**src/design/bpxh_pkg.sv**
```systemverilog
// Shared types and codes for the board position XOR hash block.
package bpxh_pkg;

  // Field widths of one input item and one result item.
  localparam int COMMAND_W     = 2;
  localparam int KEY_INDEX_W   = 10;
  localparam int KEY_W         = 64;
  localparam int PIECE_W       = 4;
  localparam int SQUARE_W      = 6;
  localparam int CASTLING_W    = 4;
  localparam int EP_SQUARE_W   = 7;
  localparam int FILE_W        = 3;

  // Sizes of the small key stores that follow the piece-square keys.
  localparam int CASTLE_KEYS   = 16;
  localparam int FILE_KEYS     = 8;

  // Depth of the queue between the front and the back.
  localparam int QUEUE_DEPTH   = 4;

  // Command codes carried on the input side.
  localparam logic [COMMAND_W-1:0] CMD_LOAD   = 2'd0;
  localparam logic [COMMAND_W-1:0] CMD_PIECE  = 2'd1;
  localparam logic [COMMAND_W-1:0] CMD_FINISH = 2'd2;

  // Operation kinds decided by the front.
  typedef logic [2:0] kind_t;
  localparam kind_t K_NOP         = 3'd0;
  localparam kind_t K_LOAD_PS     = 3'd1;
  localparam kind_t K_LOAD_CASTLE = 3'd2;
  localparam kind_t K_LOAD_FILE   = 3'd3;
  localparam kind_t K_LOAD_SIDE   = 3'd4;
  localparam kind_t K_PIECE       = 3'd5;
  localparam kind_t K_FINISH      = 3'd6;

  // One classified operation as it travels from the front to the back.
  typedef struct packed {
    kind_t                   kind;
    logic [KEY_INDEX_W-1:0]  key_index;
    logic [KEY_W-1:0]        key_value;
    logic [PIECE_W-1:0]      piece;
    logic [SQUARE_W-1:0]     square;
    logic [CASTLING_W-1:0]   castling;
    logic                    ep_valid;
    logic [FILE_W-1:0]       ep_file;
    logic                    white_to_move;
    logic [CASTLING_W-1:0]   slot;
  } op_t;

  // Status of the back's second stage, watched by the top level.
  typedef struct packed {
    logic  s2_valid;
    kind_t s2_kind;
    logic  s2_go;
    logic  acc_zero;
  } back_stat_t;

endpackage

```
**src/design/bpxh_front.sv**
```systemverilog
// Front part: accepts input items, range checks them and classifies them into operations.
module bpxh_front #(
  parameter int PIECE_KINDS   = 12,
  parameter int BOARD_SQUARES = 64
) (
  input  logic                                   clk,
  input  logic                                   rst,
  input  logic                                   in_valid,
  output logic                                   in_ready,
  input  logic [bpxh_pkg::COMMAND_W-1:0]         command,
  input  logic [bpxh_pkg::KEY_INDEX_W-1:0]       key_index,
  input  logic [bpxh_pkg::KEY_W-1:0]             key_value,
  input  logic [bpxh_pkg::PIECE_W-1:0]           piece,
  input  logic [bpxh_pkg::SQUARE_W-1:0]          square,
  input  logic [bpxh_pkg::CASTLING_W-1:0]        castling,
  input  logic signed [bpxh_pkg::EP_SQUARE_W-1:0] ep_square,
  input  logic                                   white_to_move,
  output logic                                   push,
  output bpxh_pkg::op_t                          push_op,
  input  logic                                   queue_full
);

  localparam int PIECE_KEYS  = PIECE_KINDS * BOARD_SQUARES;
  localparam int CASTLE_BASE = PIECE_KEYS;
  localparam int FILE_BASE   = CASTLE_BASE + bpxh_pkg::CASTLE_KEYS;
  localparam int SIDE_SLOT   = FILE_BASE + bpxh_pkg::FILE_KEYS;
  localparam int IDX_RAW     = $clog2(SIDE_SLOT + 2);
  localparam int IW          = (IDX_RAW > bpxh_pkg::KEY_INDEX_W) ? IDX_RAW
                                                                 : bpxh_pkg::KEY_INDEX_W;

  logic          held_valid;
  bpxh_pkg::op_t held_op;
  bpxh_pkg::op_t op_next;
  logic [IW-1:0] ki;
  logic [IW-1:0] ki_off;

  // The holding register frees up whenever its operation moves into the queue.
  assign push     = held_valid && !queue_full;
  assign in_ready = !held_valid || !queue_full;
  assign push_op  = held_op;

  assign ki = IW'(key_index);

  // Classify the incoming item.
  always_comb begin
    ki_off                = ki - IW'(CASTLE_BASE);
    op_next               = '0;
    op_next.kind          = bpxh_pkg::K_NOP;
    op_next.key_index     = key_index;
    op_next.key_value     = key_value;
    op_next.piece         = piece;
    op_next.square        = square;
    op_next.castling      = castling;
    op_next.white_to_move = white_to_move;
    op_next.ep_file       = ep_square[bpxh_pkg::FILE_W-1:0];
    op_next.ep_valid      = !ep_square[bpxh_pkg::EP_SQUARE_W-1] &&
                            (32'(ep_square[bpxh_pkg::EP_SQUARE_W-2:0]) < BOARD_SQUARES);
    op_next.slot          = ki_off[bpxh_pkg::CASTLING_W-1:0];
    case (command)
      bpxh_pkg::CMD_LOAD: begin
        if (ki < IW'(CASTLE_BASE)) begin
          op_next.kind = bpxh_pkg::K_LOAD_PS;
        end else if (ki < IW'(FILE_BASE)) begin
          op_next.kind = bpxh_pkg::K_LOAD_CASTLE;
        end else if (ki < IW'(SIDE_SLOT)) begin
          op_next.kind = bpxh_pkg::K_LOAD_FILE;
        end else if (ki == IW'(SIDE_SLOT)) begin
          op_next.kind = bpxh_pkg::K_LOAD_SIDE;
        end
      end
      bpxh_pkg::CMD_PIECE: begin
        if ((32'(piece) < PIECE_KINDS) && (32'(square) < BOARD_SQUARES)) begin
          op_next.kind = bpxh_pkg::K_PIECE;
        end
      end
      bpxh_pkg::CMD_FINISH: begin
        op_next.kind = bpxh_pkg::K_FINISH;
      end
      default: begin
        op_next.kind = bpxh_pkg::K_NOP;
      end
    endcase
  end

  // Holding register control.
  always_ff @(posedge clk) begin
    if (rst) begin
      held_valid <= 1'b0;
    end else if (in_valid && in_ready) begin
      held_valid <= 1'b1;
    end else if (push) begin
      held_valid <= 1'b0;
    end
  end

  // Holding register payload.
  always_ff @(posedge clk) begin
    if (in_valid && in_ready) begin
      held_op <= op_next;
    end
  end

endmodule

```
**config.mk**
```make
export PLATFORM = sky130hd
export DESIGN_NAME = bpxh_front
export DESIGN_NICKNAME = d
export VERILOG_FILES = /design/src/design/bpxh_pkg.sv /design/src/design/bpxh_front.sv
export SDC_FILE = /design/constraint.sdc
export NUM_CORES = 1
export LEC_CHECK = 0
export ABC_CLOCK_PERIOD_IN_PS = 5400
export BUFFER_PORTS_ARGS = -buffer_cell sky130_fd_sc_hd__buf_4
export CAP_MARGIN = 25
export CORE_UTILIZATION = 44
export CTS_CLUSTER_DIAMETER = 120
export CTS_CLUSTER_SIZE = 40
export DETAILED_ROUTE_END_ITERATION = 10
export GPL_ROUTABILITY_DRIVEN = 1
export PLACE_DENSITY = 0.83
export SLEW_MARGIN = 30
export SYNTH_ARGS = -nofsm -noshare
export SYNTH_HDL_FRONTEND = slang
export SYNTH_SLANG_ARGS = --single-unit
export TNS_END_PERCENT = 1
```
**constraint.sdc**
```tcl
create_clock -name clk -period 5.4 [get_ports clk]
set_clock_uncertainty 0.15 [all_clocks]
set_input_delay 0.27 -clock clk [delete_from_list [all_inputs] [get_ports clk]]
set_output_delay 0.27 -clock clk [all_outputs]
set_load 0.03 [all_outputs]
```
==> impl_metrics.toml <==
[sta]
finalSetupTns_ns = 0
maxSlewViolCount = 0
rsz0062_at_grt = "false"
post-route-min-period_ns = 1.882
min_period_over_period_pct = 34.84
maxSlewHeadroom_pct = 59.28
setup_viol_count_final = 0
hold_viol_final = 0
fmaxAchievable_ghz = 0.5315
worst_pin_slew_ns = 0.6108

[final_layout]
syn_to_final_growth_pct = 88.51
register_area_um2 = 2903
nets = 525
fillers = 255
fin_cells = 505
drive_gt1_share_pct = 50.47
n_antenna_cell = 0
multi_input_area_um2 = 113.9

[logic_synthesis]
synth_nets = 224
postSynthAreaPerCell_um2 = 24.98
synth_warnings = 0
synthCells = 122
synth-seq-area-share_pct = 95.24
synthesis.area_um2 = 3048
yosysUniqueCellTypes = 17
ys_ff_latch = 97

[floorplanning]
die_w_um = 85.23
core_area_um2 = 6531
rows = 29
start_util_pct = 46.67
die_area_um2 = 7264
io-pin-count = 204
dieHeight_um = 85.23

[placed_design]
io_buffers = 200
place_hpwl_um = 5726
place.gp.congestion = 0.7335
dpl.cell_count = 396

[pwr]
power.switching_w = 0.0004371
vdd.ir_drop.worst_mv = 0.2623
combPwrFrac_pct = 19.1
p_leak_nw = 2.423
swShare_pct = 26.76
intPower_w = 0.001196
seqPwrFrac_pct = 54.9
p_clk_share_pct = 26.0
powerDensity_nw_per_um2 = 284.3

[global_routing]
grt_pass1_vias = 2801
grt_max_degree = 54
antenna_found_initial = 0
track_usage_pct = 31.02
grt_first_pass_wirelength_um = 15650
grt_overflow_total = 0

[drt]
m1WireLength_um = 3612
first_pass_iters = 4
antenna_left = 0
drt_iter0_markers = 149
vias = 2484
drt_wl_total_um = 10810
route.detailed.wl_per_inst_um = 21.41
top_layer_used = "met4"
drc = 0
met3_length_um = 1078
routed-wl-met2_um = 5627
viasPerCell = 4.919

[critical_path]
cp_max_fo = 4
critPathKind = "in2reg"
cp-endpoint = "push_op[99]"
rrSetupSlack_ns = 3.58
critPathArrivalTime_ns = 1.90
path_cells = "dlygate4sd3_1, buf_4, nand4b_1, or4_1, o221ai_1"
cp-start-kind = "input port"
r2r_end = "push_op[85]"
startpoint = "key_index[9]"
slowest_delay_ns = 0.53
r2r-start = "held_valid"
end_kind = "flop"
r2r_cells = 3
crit_slowest_cell = "dlygate4sd3_1"
cp.required_ns = 5.42

[cts]
clock_latency_ns = 0.34
clk_path_buf_depth = 2
htree_levels = 3
clk_pin_slew_ns = 0.10
root_buffer = "clkbuf_8"
numClockSinks = 97
postCtsSetupBuffers = 0
cts_tree = "done"
cts_buffers = 9

[job]
cap_violations = 0

[hold_path]
hold_class = "in2reg"

[run_status]
status = "finished, final reports clean"
[what timing repair did]
item	in CTS	in global routing
endpoints found under the hold margin	93	0
hold buffers	93	0
resized for setup	0	0
[cells in the mapped netlist (all sizes together)]
cell type | instances | area share [%]
o221ai | 1 | 0.29
inv | 1 | 0.12
a41oi | 1 | 0.29
dfxtp | 1 | 0.66
or2b | 1 | 0.25
nor2b | 1 | 0.21
or4 | 1 | 0.25
buf | 4 | 0.99
o22ai | 1 | 0.21
nor3 | 1 | 0.16
a21oi | 3 | 0.49
nand3 | 1 | 0.16
nand4b | 1 | 0.29
edfxtp | 96 | 95
nor2 | 3 | 0.37
nand2 | 4 | 0.49
and2 | 1 | 0.21
[routing by layer]
| metal | track usage (%) | up-vias |
|---|---|---|
| li1 | - | 1081 |
| met1 | 33.04 | 1172 |
| met2 | 53.89 | 194 |
| met3 | 11.77 | 37 |
| met4 | 15.72 | 0 |
| met5 | 0 | - |
[state kept, by name, indices dropped and copies added, names as in the netlist]
signal	flops
held_valid	1
push_op	96
[through the flow]
stage	instance area (um^2)	hold slack [ns]	util [%]	setup slack [ns]	power (W)
after floorplan	3048	0.1924	-	1.960	0.001025
after global placement	4618	0.2886	70.71	3.441	0.001146
after global routing	5746	0.03200	87.97	3.515	0.001685
after CTS	5746	0.005797	87.97	3.608	0.001619
final	5746	0.03851	87.97	3.518	0.001633
after detailed placement	4646	0.2993	71.13	3.549	0.001156
[final cells by class]
type | count | share of cell area, %
sequential | 97 | 50.52
timing repair buffer | 294 | 42.81
multi-input combinational | 20 | 1.982
clock buffer | 10 | 2.221
tap | 77 | 1.677
clock inverter | 6 | 0.7186
inverter | 1 | 0.06533
[logic make-up (layout without fill, tap and decap cells)]
group                  count (synthesis)  count (layout)  synth area share [%]
DFF                                   97              97                 95.24
and+or+nand+nor                       14              14                 2.381
AOI/OAI and AO/OA                      6               6                 1.273
buffers and inverters                  5             311                 1.108
[power by group through the flow]
stage | registers (W) | clock network, W | logic [W]
after floorplan | 0.00100 | 0 | 0.0000245
after global placement | 0.000908 | 0 | 0.000238
after detailed placement | 0.000910 | 0 | 0.000246
after CTS | 0.000894 | 0.000423 | 0.000302
after global routing | 0.000900 | 0.000464 | 0.000321
final | 0.000897 | 0.000425 | 0.000311
[cells in the final DEF, fill, tap and decap left out, drive strengths merged]
| cell | netlist | final |
|---|---|---|
| buf | 4 | 201 |
| edfxtp | 96 | 96 |
| dlygate4sd3 | 0 | 93 |
| clkbuf | 0 | 10 |
| nand2 | 4 | 4 |
| nor2 | 3 | 3 |
| a21oi | 3 | 3 |
| inv | 1 | 3 |
| clkinvlp | 0 | 2 |
| clkinv | 0 | 2 |
| and2 | 1 | 1 |
| nor3 | 1 | 1 |
| a41oi | 1 | 1 |
| nand3 | 1 | 1 |
| nand4b | 1 | 1 |
| or4 | 1 | 1 |
| or2b | 1 | 1 |
| o221ai | 1 | 1 |
| o22ai | 1 | 1 |
| nor2b | 1 | 1 |
| dfxtp | 1 | 1 |
[how the worst min path moves through the flow]
stage	start	endpoint	slack [ns]	cells after the start
final	in_valid	held_valid	0.04	3
after detailed placement	key_value[34]	push_op[57]	0.30	1
after global placement	rst	held_valid	0.29	2
after global routing	ep_square[6]	push_op[8]	0.03	2
after floorplan	rst	held_valid	0.19	1
after CTS	in_valid	held_valid	0.006	3
[worst max-delay path: cells and delay by family]
kind	cells	cell delay, ns
buf+inv	2	0.67
simple gates	2	0.70
compound gates	1	0.25
Power figures use the tool's default switching activity.
