File: src/design/bpxh_pkg.sv
// Shared types and codes for the board position XOR hash block.
package bpxh_pkg;

  // Field widths of one input item and one result item.
  localparam int COMMAND_W     = 2;
  localparam int KEY_INDEX_W   = 10;
  localparam int KEY_W         = 64;
  localparam int PIECE_W       = 4;
  localparam int SQUARE_W      = 6;
  localparam int CASTLING_W    = 4;
  localparam int EP_SQUARE_W   = 7;
  localparam int FILE_W        = 3;

  // Sizes of the small key stores that follow the piece-square keys.
  localparam int CASTLE_KEYS   = 16;
  localparam int FILE_KEYS     = 8;

  // Depth of the queue between the front and the back.
  localparam int QUEUE_DEPTH   = 4;

  // Command codes carried on the input side.
  localparam logic [COMMAND_W-1:0] CMD_LOAD   = 2'd0;
  localparam logic [COMMAND_W-1:0] CMD_PIECE  = 2'd1;
  localparam logic [COMMAND_W-1:0] CMD_FINISH = 2'd2;

  // Operation kinds decided by the front.
  typedef logic [2:0] kind_t;
  localparam kind_t K_NOP         = 3'd0;
  localparam kind_t K_LOAD_PS     = 3'd1;
  localparam kind_t K_LOAD_CASTLE = 3'd2;
  localparam kind_t K_LOAD_FILE   = 3'd3;
  localparam kind_t K_LOAD_SIDE   = 3'd4;
  localparam kind_t K_PIECE       = 3'd5;
  localparam kind_t K_FINISH      = 3'd6;

  // One classified operation as it travels from the front to the back.
  typedef struct packed {
    kind_t                   kind;
    logic [KEY_INDEX_W-1:0]  key_index;
    logic [KEY_W-1:0]        key_value;
    logic [PIECE_W-1:0]      piece;
    logic [SQUARE_W-1:0]     square;
    logic [CASTLING_W-1:0]   castling;
    logic                    ep_valid;
    logic [FILE_W-1:0]       ep_file;
    logic                    white_to_move;
    logic [CASTLING_W-1:0]   slot;
  } op_t;

  // Status of the back's second stage, watched by the top level.
  typedef struct packed {
    logic  s2_valid;
    kind_t s2_kind;
    logic  s2_go;
    logic  acc_zero;
  } back_stat_t;

endpackage

File: src/design/bpxh_queue.sv
// Short operation queue that decouples the front from the back.
module bpxh_queue (
  input  logic          clk,
  input  logic          rst,
  input  logic          push,
  input  bpxh_pkg::op_t push_op,
  output logic          full,
  input  logic          pop,
  output logic          head_valid,
  output bpxh_pkg::op_t head_op
);

  localparam int PW = $clog2(bpxh_pkg::QUEUE_DEPTH);
  localparam int CW = $clog2(bpxh_pkg::QUEUE_DEPTH + 1);

  bpxh_pkg::op_t entries [bpxh_pkg::QUEUE_DEPTH];
  logic [PW-1:0] wr_ptr;
  logic [PW-1:0] rd_ptr;
  logic [CW-1:0] count;

  assign full       = (count == CW'(bpxh_pkg::QUEUE_DEPTH));
  assign head_valid = (count != '0);
  assign head_op    = entries[rd_ptr];

  // Pointers and fill count.
  always_ff @(posedge clk) begin
    if (rst) begin
      wr_ptr <= '0;
      rd_ptr <= '0;
      count  <= '0;
    end else begin
      if (push) begin
        wr_ptr <= wr_ptr + 1'b1;
      end
      if (pop) begin
        rd_ptr <= rd_ptr + 1'b1;
      end
      if (push && !pop) begin
        count <= count + 1'b1;
      end else if (pop && !push) begin
        count <= count - 1'b1;
      end
    end
  end

  // Entry storage.
  always_ff @(posedge clk) begin
    if (push) begin
      entries[wr_ptr] <= push_op;
    end
  end

endmodule

File: config.mk
export PLATFORM = sky130hd
export DESIGN_NAME = bpxh_queue
export DESIGN_NICKNAME = d
export VERILOG_FILES = /design/src/design/bpxh_pkg.sv /design/src/design/bpxh_queue.sv
export SDC_FILE = /design/constraint.sdc
export NUM_CORES = 1
export LEC_CHECK = 0
export ABC_AREA = 0
export BUFFER_PORTS_ARGS = -buffer_cell sky130_fd_sc_hd__buf_2
export CAP_MARGIN = 0
export CELL_PAD_IN_SITES_DETAIL_PLACEMENT = 0
export CELL_PAD_IN_SITES_GLOBAL_PLACEMENT = 1
export CORE_MARGIN = 5
export CORE_UTILIZATION = 50
export CTS_BUF_LIST = sky130_fd_sc_hd__clkbuf_8
export DETAILED_ROUTE_END_ITERATION = 6
export GPL_ROUTABILITY_DRIVEN = 0
export PLACE_DENSITY_LB_ADDON = 0.1
export SLEW_MARGIN = 20
export SYNTH_ARGS = -nofsm -noshare
export SYNTH_HDL_FRONTEND = slang
export SYNTH_SLANG_ARGS = --single-unit
File: constraint.sdc
create_clock -name clk -period 4.4 [get_ports clk]
set_input_delay 0.88 -clock clk [delete_from_list [all_inputs] [get_ports clk]]
set_output_delay 0.88 -clock clk [all_outputs]
set_load 0.01 [all_outputs]
==> flow_metrics.env, run 1 <==
export IMPL_yosysSeqAreaShare_pct=81.50
export IMPL_ys_flop_type="edfxtp_1"
export IMPL_slew_headroom_pct=39.61
export IMPL_fin_crit_sh_pct=74.51
export IMPL_post_place_cells=1147
export IMPL_clock_fmax_mhz=305.0
export IMPL_cts_setup_buffers=0
export IMPL_drt_first_pass_iters=4
export IMPL_io_buffers=205
export IMPL_startpoint_type="register"
export IMPL_antenna_left=0
export IMPL_synth_area_leader_cell="edfxtp_1"
export IMPL_outcome="completed"
export IMPL_muxShareOfSynthArea_pct=15.19
export IMPL_critPathArrivalTime_ns=2.40
export IMPL_cts_tree="yes"
export IMPL_holdBufCountCts=0
export IMPL_overflow=0
export IMPL_dpl_cell_area_um2=16350
export IMPL_fin_nets=935
export IMPL_cts_buffers=66
export IMPL_netlist_area_um2=14960
export IMPL_synthAdderAreaFrac_pct=0.5520
export IMPL_synth_seq_cells=409
export IMPL_hold_viol=0
export IMPL_final_cells=1263
export IMPL_endpoint_kind="primary output"
export IMPL_post_synth_top_count_cell="edfxtp_1"
export IMPL_clk_pin_slew_ns=0.05
export IMPL_hold_class="register to register"
export IMPL_dieArea_um2=33480
export IMPL_grt_start_max_net_pins=58
export IMPL_syn_nets=676
export IMPL_rsz0062_at_grt="no"
export IMPL_ios=206
export IMPL_synth_simple_area_share_pct=0.5018
export IMPL_ir_drop_v=0.0002744
export IMPL_drv_slew=0
export IMPL_synth_edf_count=400
export IMPL_power_density_nw_per_um2=467.6
export IMPL_drt_total_wl_mm=27.76
export IMPL_synth_compound_area_share_pct=0.06691
export IMPL_critPathKind="register to primary output"
export IMPL_ff2ff_setup_slack_ns=2.35
export IMPL_cts_root_buf="clkbuf_8"
export IMPL_syn_instance_count=566
export IMPL_viasPerCell=5.325
export IMPL_start_util_pct=50.61
export IMPL_antenna_found_initial=5
export IMPL_power_leakage_nw=5.984
export IMPL_synth_area_top_cells="edfxtp_1 80%, mux4_2 15%, buf_12 1.3%"
export IMPL_ff_latch_area_um2=12200
export IMPL_grt_use_total_pct=16.92
export IMPL_rows=63
export IMPL_cts_resized=0
export IMPL_yosys_warnings=0
export IMPL_die_w_um=183.0
export IMPL_clkSinkCount=409
export IMPL_grt_pass1_wl_mm=43.01
export IMPL_required_ns=3.52
export IMPL_htreeDepth=3
export IMPL_grt_pass1_vias=7662
export IMPL_cap_violations=0
export IMPL_final_util_pct=59.26
export IMPL_yosysUniqueCellTypes=21
export IMPL_setup_violations=0
export IMPL_tightest_slew_ns=0.9058
export IMPL_cp_max_fo=44
export IMPL_fillCellCount=2126
export IMPL_drc=0
export IMPL_synth_xor_xnor_area_share_pct=0.2927
export IMPL_fin_crit_ns=3.278
export IMPL_wl_per_cell_um=21.98
export IMPL_final_cell_area_um2=17520
export IMPL_route_vias_total=6725
export IMPL_netlist_top_cells_count="400 x edfxtp_1, 100 x mux4_2, 10 x buf_12, 10 x buf_2, 9 x dfxtp_1"
export IMPL_dieHeight_um=183.0
export IMPL_drt_iter0_markers=323
export IMPL_cts_path_max_buffers=3
export IMPL_dpl_hpwl_mm=16.23
export IMPL_drive_gt1_share_pct=45.58
export IMPL_finalSetupTns_ns=0
export IMPL_whs_ns=0.5151
export IMPL_multi_input_area_um2=2494
export IMPL_avgSynthCellArea_um2=26.43
export IMPL_clock_latency_ns=0.56
export IMPL_core_um2=29560
export IMPL_finClkSkew_ns=0.02242
export IMPL_synth_top_area_share_pct=80.29
export IMPL_area_delta_synth_final_pct=17.10
export IMPL_synth_top_family_by_area="multiplexers"
export IMPL_async_flop_share_pct=0
==> worst paths after layout <==
| path | start | end | cells after the start |
|---|---|---|---|
| max | register | head_op[13] | 3 |
| min reg2reg | count[2]$_SDFFE_PP0P_ | count[2]$_SDFFE_PP0P_ | 2 |
| max reg2reg | wr_ptr[0]$_SDFFE_PP0P_ | entries[0][43]$_DFFE_PP_ | 4 |
| min | count[2]$_SDFFE_PP0P_ | count[2]$_SDFFE_PP0P_ | 2 |
==> critical path: stages, from the launching register on <==
cell     delay, ns
dfxtp_4       0.35
buf_4         0.71
mux4_2        0.62
buf_2         0.16
==> logic make-up (layout without fill, tap and decap cells) <==
logic type	after synthesis	in the layout
compound gates	2	2
xor+xnor	5	5
fa+ha+maj	6	6
buf+inv	27	332
flops	409	409
mux	102	102
other cells	0	2
simple gates	15	15
==> final cells by class <==
cell class	count	share of cell area, %
Clock buffer	68	5.342
Sequential cell	409	69.64
Antenna cell	2	0.02857
Multi-Input combinational cell	130	14.23
Timing Repair Buffer	214	6.600
Inverter	4	0.08571
Clock inverter	46	1.286
Tap cell	390	2.786
==> routing by layer <==
metal | global-route usage [%] | vias to the layer above | wire [µm]
met2 | 28.90 | 208 | 14390
met1 | 20.83 | 3498 | 10680
li1 | - | 2969 | -
met4 | 4.768 | 10 | 386
met3 | 5.752 | 40 | 2237
met5 | 0 | - | 57
==> through the flow <==
step / power [mW] / setup WS (ns)
floorplan: 5.120 / 0.7413
global placement: 5.409 / 1.610
detailed placement: 5.439 / 1.609
CTS: 8.333 / 1.002
global route: 8.583 / 0.8897
finish: 8.192 / 1.122
==> placed cells by master (no fill, tap or decap), drive strengths merged <==
cell type,n
clkinvlp,2
fa,1
a21oi,1
xnor2,2
clkbuf,68
inv,33
nor2,7
diode,2
mux4,100
or3,2
and2,4
buf,214
mux2i,2
nand2,1
edfxtp,400
xor2,3
clkinv,14
ha,5
nor3b,1
dfxtp,9
bufinv,1
o21ai,1
==> sequential cells by signal (all words and copies together) (netlist names), named ones only <==
signal,count
count,3
rd_ptr,2
wr_ptr,2
entries,400
==> report_power, final <==
part | leakage [nW] | internal, mW | switching, mW
combinational | 1.55 | 0.367 | 0.429
sequential | 3.75 | 4.48 | 0.0564
clock | 0.684 | 1.49 | 1.37
Note: power is estimated with default switching activity, not from simulation.
==> run 2: changes to the inputs <==
--- a/config.mk
+++ b/config.mk
@@ -5,13 +5,13 @@
 export SDC_FILE = /design/constraint.sdc
 export NUM_CORES = 1
 export LEC_CHECK = 0
-export ABC_AREA = 0
+export ABC_AREA = 1
 export BUFFER_PORTS_ARGS = -buffer_cell sky130_fd_sc_hd__buf_2
 export CAP_MARGIN = 0
 export CELL_PAD_IN_SITES_DETAIL_PLACEMENT = 0
 export CELL_PAD_IN_SITES_GLOBAL_PLACEMENT = 1
 export CORE_MARGIN = 5
-export CORE_UTILIZATION = 50
+export CORE_UTILIZATION = 49
 export CTS_BUF_LIST = sky130_fd_sc_hd__clkbuf_8
 export DETAILED_ROUTE_END_ITERATION = 6
 export GPL_ROUTABILITY_DRIVEN = 0
==> constraint.sdc (replaced) <==
create_clock -name clk -period 3.1 [get_ports clk]
set_input_delay 0.62 -clock clk [delete_from_list [all_inputs] [get_ports clk]]
set_output_delay 0.62 -clock clk [all_outputs]
set_load 0.01 [all_outputs]
==> run 2 against run 1 <==
  * Clock power up 46%
  * Sequential share of layout area down 1.7 points
  * Count of clock-buffer cells in the layout up 3
  * Non-clock buffer count up 17
  * Worst hold slack worse by 0.27 ns
  * Routed wire length up 19%
  * Largest cell class unchanged
==> flow_metrics.env, run 2 <==
export IMPL_outcome="completed"
export IMPL_cts_resized=0
export IMPL_reg_top3="entries x400, count x3"
export IMPL_p_sw_share_pct=23.76
export IMPL_ir_drop_v=0.0003775
export IMPL_async_flop_share_pct=0
export IMPL_whs_ns=0.2402
export IMPL_grt_pass1_wl_mm=50.69
export IMPL_rows=65
export IMPL_wl_per_cell_um=19.23
export IMPL_largest_reg_flops=400
export IMPL_rsz0062_at_grt="no"
export IMPL_cts_path_max_buffers=3
export IMPL_antenna_left=0
export IMPL_synth_top_area_share_pct=77.99
export IMPL_grt_use_total_pct=18.44
export IMPL_slew_headroom_pct=63.91
export IMPL_dieHeight_um=187.3
export IMPL_yosysUniqueCellTypes=27
export IMPL_pre_cts_ws_ns=0.8808
export IMPL_regMostFlops="entries"
export IMPL_power_leakage_nw=6.406
export IMPL_core_um2=31310
export IMPL_layout_common_cells="400 x edfxtp_1, 206 x nor2_1, 205 x buf_2"
export IMPL_cts_tree="yes"
export IMPL_fin_nets=1371
export IMPL_drt_iter0_markers=577
export IMPL_io_buffers=205
export IMPL_cap_violations=0
export IMPL_syn_nets=1136
export IMPL_clock_fmax_mhz=359.7
export IMPL_cts_root_buf="clkbuf_8"
export IMPL_finalWorstSetupSlack_ns=0.3198
export IMPL_critPathSlowestCell="dfxtp_4"
export IMPL_switching_power_mw=2.774
export IMPL_drv_slew=0
export IMPL_dieArea_um2=35080
export IMPL_cts_buffers=67
export IMPL_endpoint_kind="primary output"
export IMPL_intPower_mw=8.898
export IMPL_ios=206
export IMPL_cts_setup_buffers=0
export IMPL_critPathKind="register to primary output"
export IMPL_clkSinkCount=409
export IMPL_ys_flop_type="edfxtp_1"
export IMPL_power_mw=11.67
export IMPL_hold_class="input pin to register"
export IMPL_startpoint_type="register"
export IMPL_required_ns=2.48
export IMPL_clock_latency_ns=0.57
export IMPL_avgSynthCellArea_um2=15.01
export IMPL_sequentialPowerShare_pct=54.7
export IMPL_grt_pass1_vias=9041
export IMPL_critical_path_cell_chain="buf_12 -> o21ai_0 -> o22ai_1 -> buf_2"
export IMPL_hold_viol=0
export IMPL_synth_seq_cells=409
export IMPL_post_place_cells=1594
export IMPL_fin_crit_sh_pct=89.68
export IMPL_overflow=0
export IMPL_syn_instance_count=1026
export IMPL_synth_area_top_cells="edfxtp_1 78%, nor2_1 5.0%, o22ai_1 4.0%"
export IMPL_power_density_nw_per_um2=649.5
export IMPL_htreeDepth=3
export IMPL_final_cell_area_um2=17970
export IMPL_synth_area_leader_cell="edfxtp_1"
export IMPL_ff2ff_setup_slack_ns=1.31
export IMPL_viasPerCell=5.342
export IMPL_comb_power_share_pct=9.5
export IMPL_yosysSeqAreaShare_pct=79.16
export IMPL_post_synth_top_count_cell="edfxtp_1"
export IMPL_fin_crit_ns=2.780
export IMPL_die_w_um=187.3
export IMPL_tightest_slew_ns=0.5413
export IMPL_start_util_pct=49.19
export IMPL_dpl_hpwl_mm=18.76
export IMPL_drt_total_wl_mm=32.91
export IMPL_drt_first_pass_iters=5
export IMPL_antenna_found_initial=9
export IMPL_setup_violations=0
export IMPL_route_vias_total=9140
export IMPL_holdBufCountCts=0
export IMPL_slowest_delay_ns=0.54
export IMPL_final_util_pct=57.39
export IMPL_yosys_warnings=0
export IMPL_final_cells=1711
export IMPL_netlist_top_cells_count="400 x edfxtp_1, 206 x nor2_1, 105 x o21ai_0"
export IMPL_grt_start_max_net_pins=105
export IMPL_drive_gt1_share_pct=24.62
export IMPL_critPathArrivalTime_ns=2.16
export IMPL_clock_power_share_pct=35.7
export IMPL_finalSetupTns_ns=0
export IMPL_drc=0
export IMPL_layout_commonest_cell="edfxtp_1"
export IMPL_area_delta_synth_final_pct=16.67
export IMPL_cp_max_fo=104
export IMPL_netlist_area_um2=15400
export IMPL_dpl_cell_area_um2=16780
export IMPL_clk_pin_slew_ns=0.06
export IMPL_finClkSkew_ns=0.01875
export IMPL_synth_edf_count=400
-- run 2: changes by cell type after synthesis, moves of 29 or more --
cell / before / now
o21ai_0: 1 / 105
o22ai_1: 0 / 99
nor2_1: 7 / 206
o21ai_1: 0 / 96
mux4_2: 100 / 0
buf_6: 1 / 30
-- run 2: cells by family after synthesis --
group,after synthesis,share of synthesized area (%)
adder cells (fa/ha/maj),6,0.5362
AND/OR/NAND/NOR,220,5.411
flip-flops,409,79.16
XOR/XNOR,1,0.05688
buffers and inverters,82,3.875
AO/OA/AOI/OAI,308,10.96
-- run 2: critical path, delay by kind of cell (launching register included) --
kind,cells,cell delay (ns)
flip-flops,1,0.54
buffers and inverters,2,0.55
AO/OA/AOI/OAI,2,0.40
-- run 2: layer usage --
metal	GRT usage, %	share of wire (%)
met1	24.49	43
met5	0	0.17
met4	6.030	2.0
met2	29.45	48
met3	5.543	7.1
-- run 2: cell type report --
type	count	area [µm²]
clock inverter	41	200.2
sequential	409	12200
tap	402	503.0
timing repair buffer	231	1384
antenna	5	12.51
multi-input combinational	535	2613
inverter	17	80.08
fill	2573	13340
clock buffer	71	977.2
-- run 2: final timing paths --
check | start | endpoint | cells past startpoint
setup / recovery | register | head_op[43] | 4
hold / removal | rst | count[0]$_SDFFE_PP0P_ | 2
setup reg to reg | wr_ptr[0]$_SDFFE_PP0P_ | entries[2][23]$_DFFE_PP_ | 5
hold reg to reg | rd_ptr[1]$_SDFFE_PP0P_ | register | 1
-- run 2: power by group through the flow --
stage                     clock network (mW)  registers [mW]  logic [mW]
final                                   4.17            6.39        1.11
after global routing                    4.59            6.41        1.24
after CTS                               4.30            6.39        1.14
after detailed placement                   0            6.50        1.14
after global placement                     0            6.50        1.12
after floorplan                            0            6.50       0.664
==> run 3: changes to the inputs <==
--- a/config.mk
+++ b/config.mk
@@ -8,10 +8,10 @@
 export ABC_AREA = 1
 export BUFFER_PORTS_ARGS = -buffer_cell sky130_fd_sc_hd__buf_2
 export CAP_MARGIN = 0
-export CELL_PAD_IN_SITES_DETAIL_PLACEMENT = 0
-export CELL_PAD_IN_SITES_GLOBAL_PLACEMENT = 1
+export CELL_PAD_IN_SITES_DETAIL_PLACEMENT = 1
+export CELL_PAD_IN_SITES_GLOBAL_PLACEMENT = 2
 export CORE_MARGIN = 5
-export CORE_UTILIZATION = 49
+export CORE_UTILIZATION = 42
 export CTS_BUF_LIST = sky130_fd_sc_hd__clkbuf_8
 export DETAILED_ROUTE_END_ITERATION = 6
 export GPL_ROUTABILITY_DRIVEN = 0
==> run 3 against run 2 <==
  * Final cell count grew 4.4%
  * First-iteration DRC count shrank 40%
  * Worst hold slack lost 0.033 ns
  * Clock skew grew 0.0044 ns
  * Design area grew 1.0%
  * Critical path type unchanged
  * Critical endpoint is now head_op[70]
==> flow_metrics.env, run 3 (synthesized netlist as in run 2, its figures left out) <==
export IMPL_outcome="completed"
export IMPL_core_um2=36430
export IMPL_cts_path_max_buffers=3
export IMPL_clock_latency_ns=0.59
export IMPL_dpl_hpwl_mm=21.54
export IMPL_viasPerCell=5.215
export IMPL_finClkSkew_ns=0.02315
export IMPL_overflow=0
export IMPL_cp_max_fo=46
export IMPL_area_delta_synth_final_pct=17.86
export IMPL_slew_headroom_pct=59.45
export IMPL_drc=0
export IMPL_fin_crit_ns=2.952
export IMPL_endpoint_kind="primary output"
export IMPL_io_buffers=205
export IMPL_grt_use_total_pct=17.76
export IMPL_drt_first_pass_iters=7
export IMPL_wl_per_cell_um=21.22
export IMPL_post_place_cells=1658
export IMPL_dieHeight_um=201.5
export IMPL_finalWorstSetupSlack_ns=0.1477
export IMPL_final_cells=1787
export IMPL_layout_common_cells="400 x edfxtp_1, 206 x nor2_1, 205 x buf_2"
export IMPL_whs_ns=0.2076
export IMPL_drt_iter0_markers=344
export IMPL_fin_crit_sh_pct=95.23
export IMPL_power_leakage_nw=6.426
export IMPL_critPathArrivalTime_ns=2.33
export IMPL_ir_drop_v=0.0003642
export IMPL_grt_pass1_wl_mm=56.15
export IMPL_holdBufCountCts=0
export IMPL_htreeDepth=3
export IMPL_power_density_nw_per_um2=655.0
export IMPL_startpoint_type="register"
export IMPL_drv_slew=0
export IMPL_grt_start_max_net_pins=126
export IMPL_cap_violations=0
export IMPL_die_w_um=201.5
export IMPL_largest_reg_flops=400
export IMPL_dieArea_um2=40600
export IMPL_drt_total_wl_mm=37.93
export IMPL_regMostFlops="entries"
export IMPL_setup_violations=0
export IMPL_reg_top3="entries x400, count x3"
export IMPL_pre_cts_ws_ns=0.6042
export IMPL_antenna_left=0
export IMPL_drive_gt1_share_pct=25.10
export IMPL_rows=70
export IMPL_cts_tree="yes"
export IMPL_tightest_slew_ns=0.6082
export IMPL_cts_buffers=69
export IMPL_ios=206
export IMPL_dpl_cell_area_um2=16830
export IMPL_antenna_found_initial=6
export IMPL_cts_root_buf="clkbuf_8"
export IMPL_critPathKind="register to primary output"
export IMPL_fin_nets=1373
export IMPL_clk_pin_slew_ns=0.06
export IMPL_grt_pass1_vias=9794
export IMPL_clkSinkCount=409
export IMPL_route_vias_total=9319
export IMPL_layout_commonest_cell="edfxtp_1"
export IMPL_hold_class="input pin to register"
export IMPL_hold_viol=0
export IMPL_final_cell_area_um2=18150
export IMPL_clock_fmax_mhz=338.7
export IMPL_start_util_pct=42.27
export IMPL_required_ns=2.48
-- run 3: cell types whose count changed in the layout (fill, tap and decap cells not counted), sizes merged --
cell / delta
inv: -8
buf: -1
diode: -1
clkinvlp: +5
clkbuf: +3
clkinv: +12
-- run 3: final timing paths --
check	cells past startpoint	slack (ns)	to	start
min reg2reg	1	0.43	register	rd_ptr[1]$_SDFFE_PP0P_
max reg2reg	5	1.26	entries[2][71]$_DFFE_PP_	wr_ptr[0]$_SDFFE_PP0P_
max	6	0.15	head_op[70]	register
min	2	0.21	count[0]$_SDFFE_PP0P_	rst
-- run 3: metrics by stage --
stage | TNS (ns) | util (%) | total power [mW]
final | 0 | 49.82 | 11.89
after CTS | -0.004878 | 49.65 | 12.08
after global placement | 0 | 46.20 | 7.655
after floorplan | 0 | - | 7.164
after detailed placement | 0 | 46.20 | 7.682
after global routing | -0.001384 | 49.80 | 12.47
-- run 3: repair_timing --
action | CTS | global route
setup buffers | 0 | 1
setup endpoints to repair | 9 | 54
gates cloned | 0 | 1
gates resized for setup | 3 | 0
-- run 3: layout make-up --
type                    instances  area [µm²]
clock inverters                50       240.2
fillers                      3689       18280
well taps                     468       585.6
repair buffers                231        1416
clock buffers                  73        1005
inverters                      17       82.58
diodes                          4       10.01
multi-input cells             535        2613
flip-flops and latches        409       12200
-- run 3: routing by layer --
layer / routed length, µm / global-route usage, % / part of all wire, %
met5: 33 / 0 / 0.087
met4: 592 / 5.420 / 1.6
met3: 2097 / 4.932 / 5.5
met2: 18830 / 29.60 / 50
met1: 16380 / 22.84 / 43
-- run 3: critical path, cell delays in order, from the launching register on --
cell and delay [ns]:
dfxtp_4 0.48, inv_8 0.28, buf_12 0.29, buf_12 0.20, nor2_1 0.05, o22ai_1 0.22
buf_2 0.18
-- run 3: power breakdown --
group          internal (mW)  leakage, nW  switching, mW
clock network           2.26        0.705           2.07
logic                  0.393         1.97          0.767
registers               6.32         3.75         0.0762
total                   8.98         6.43           2.91
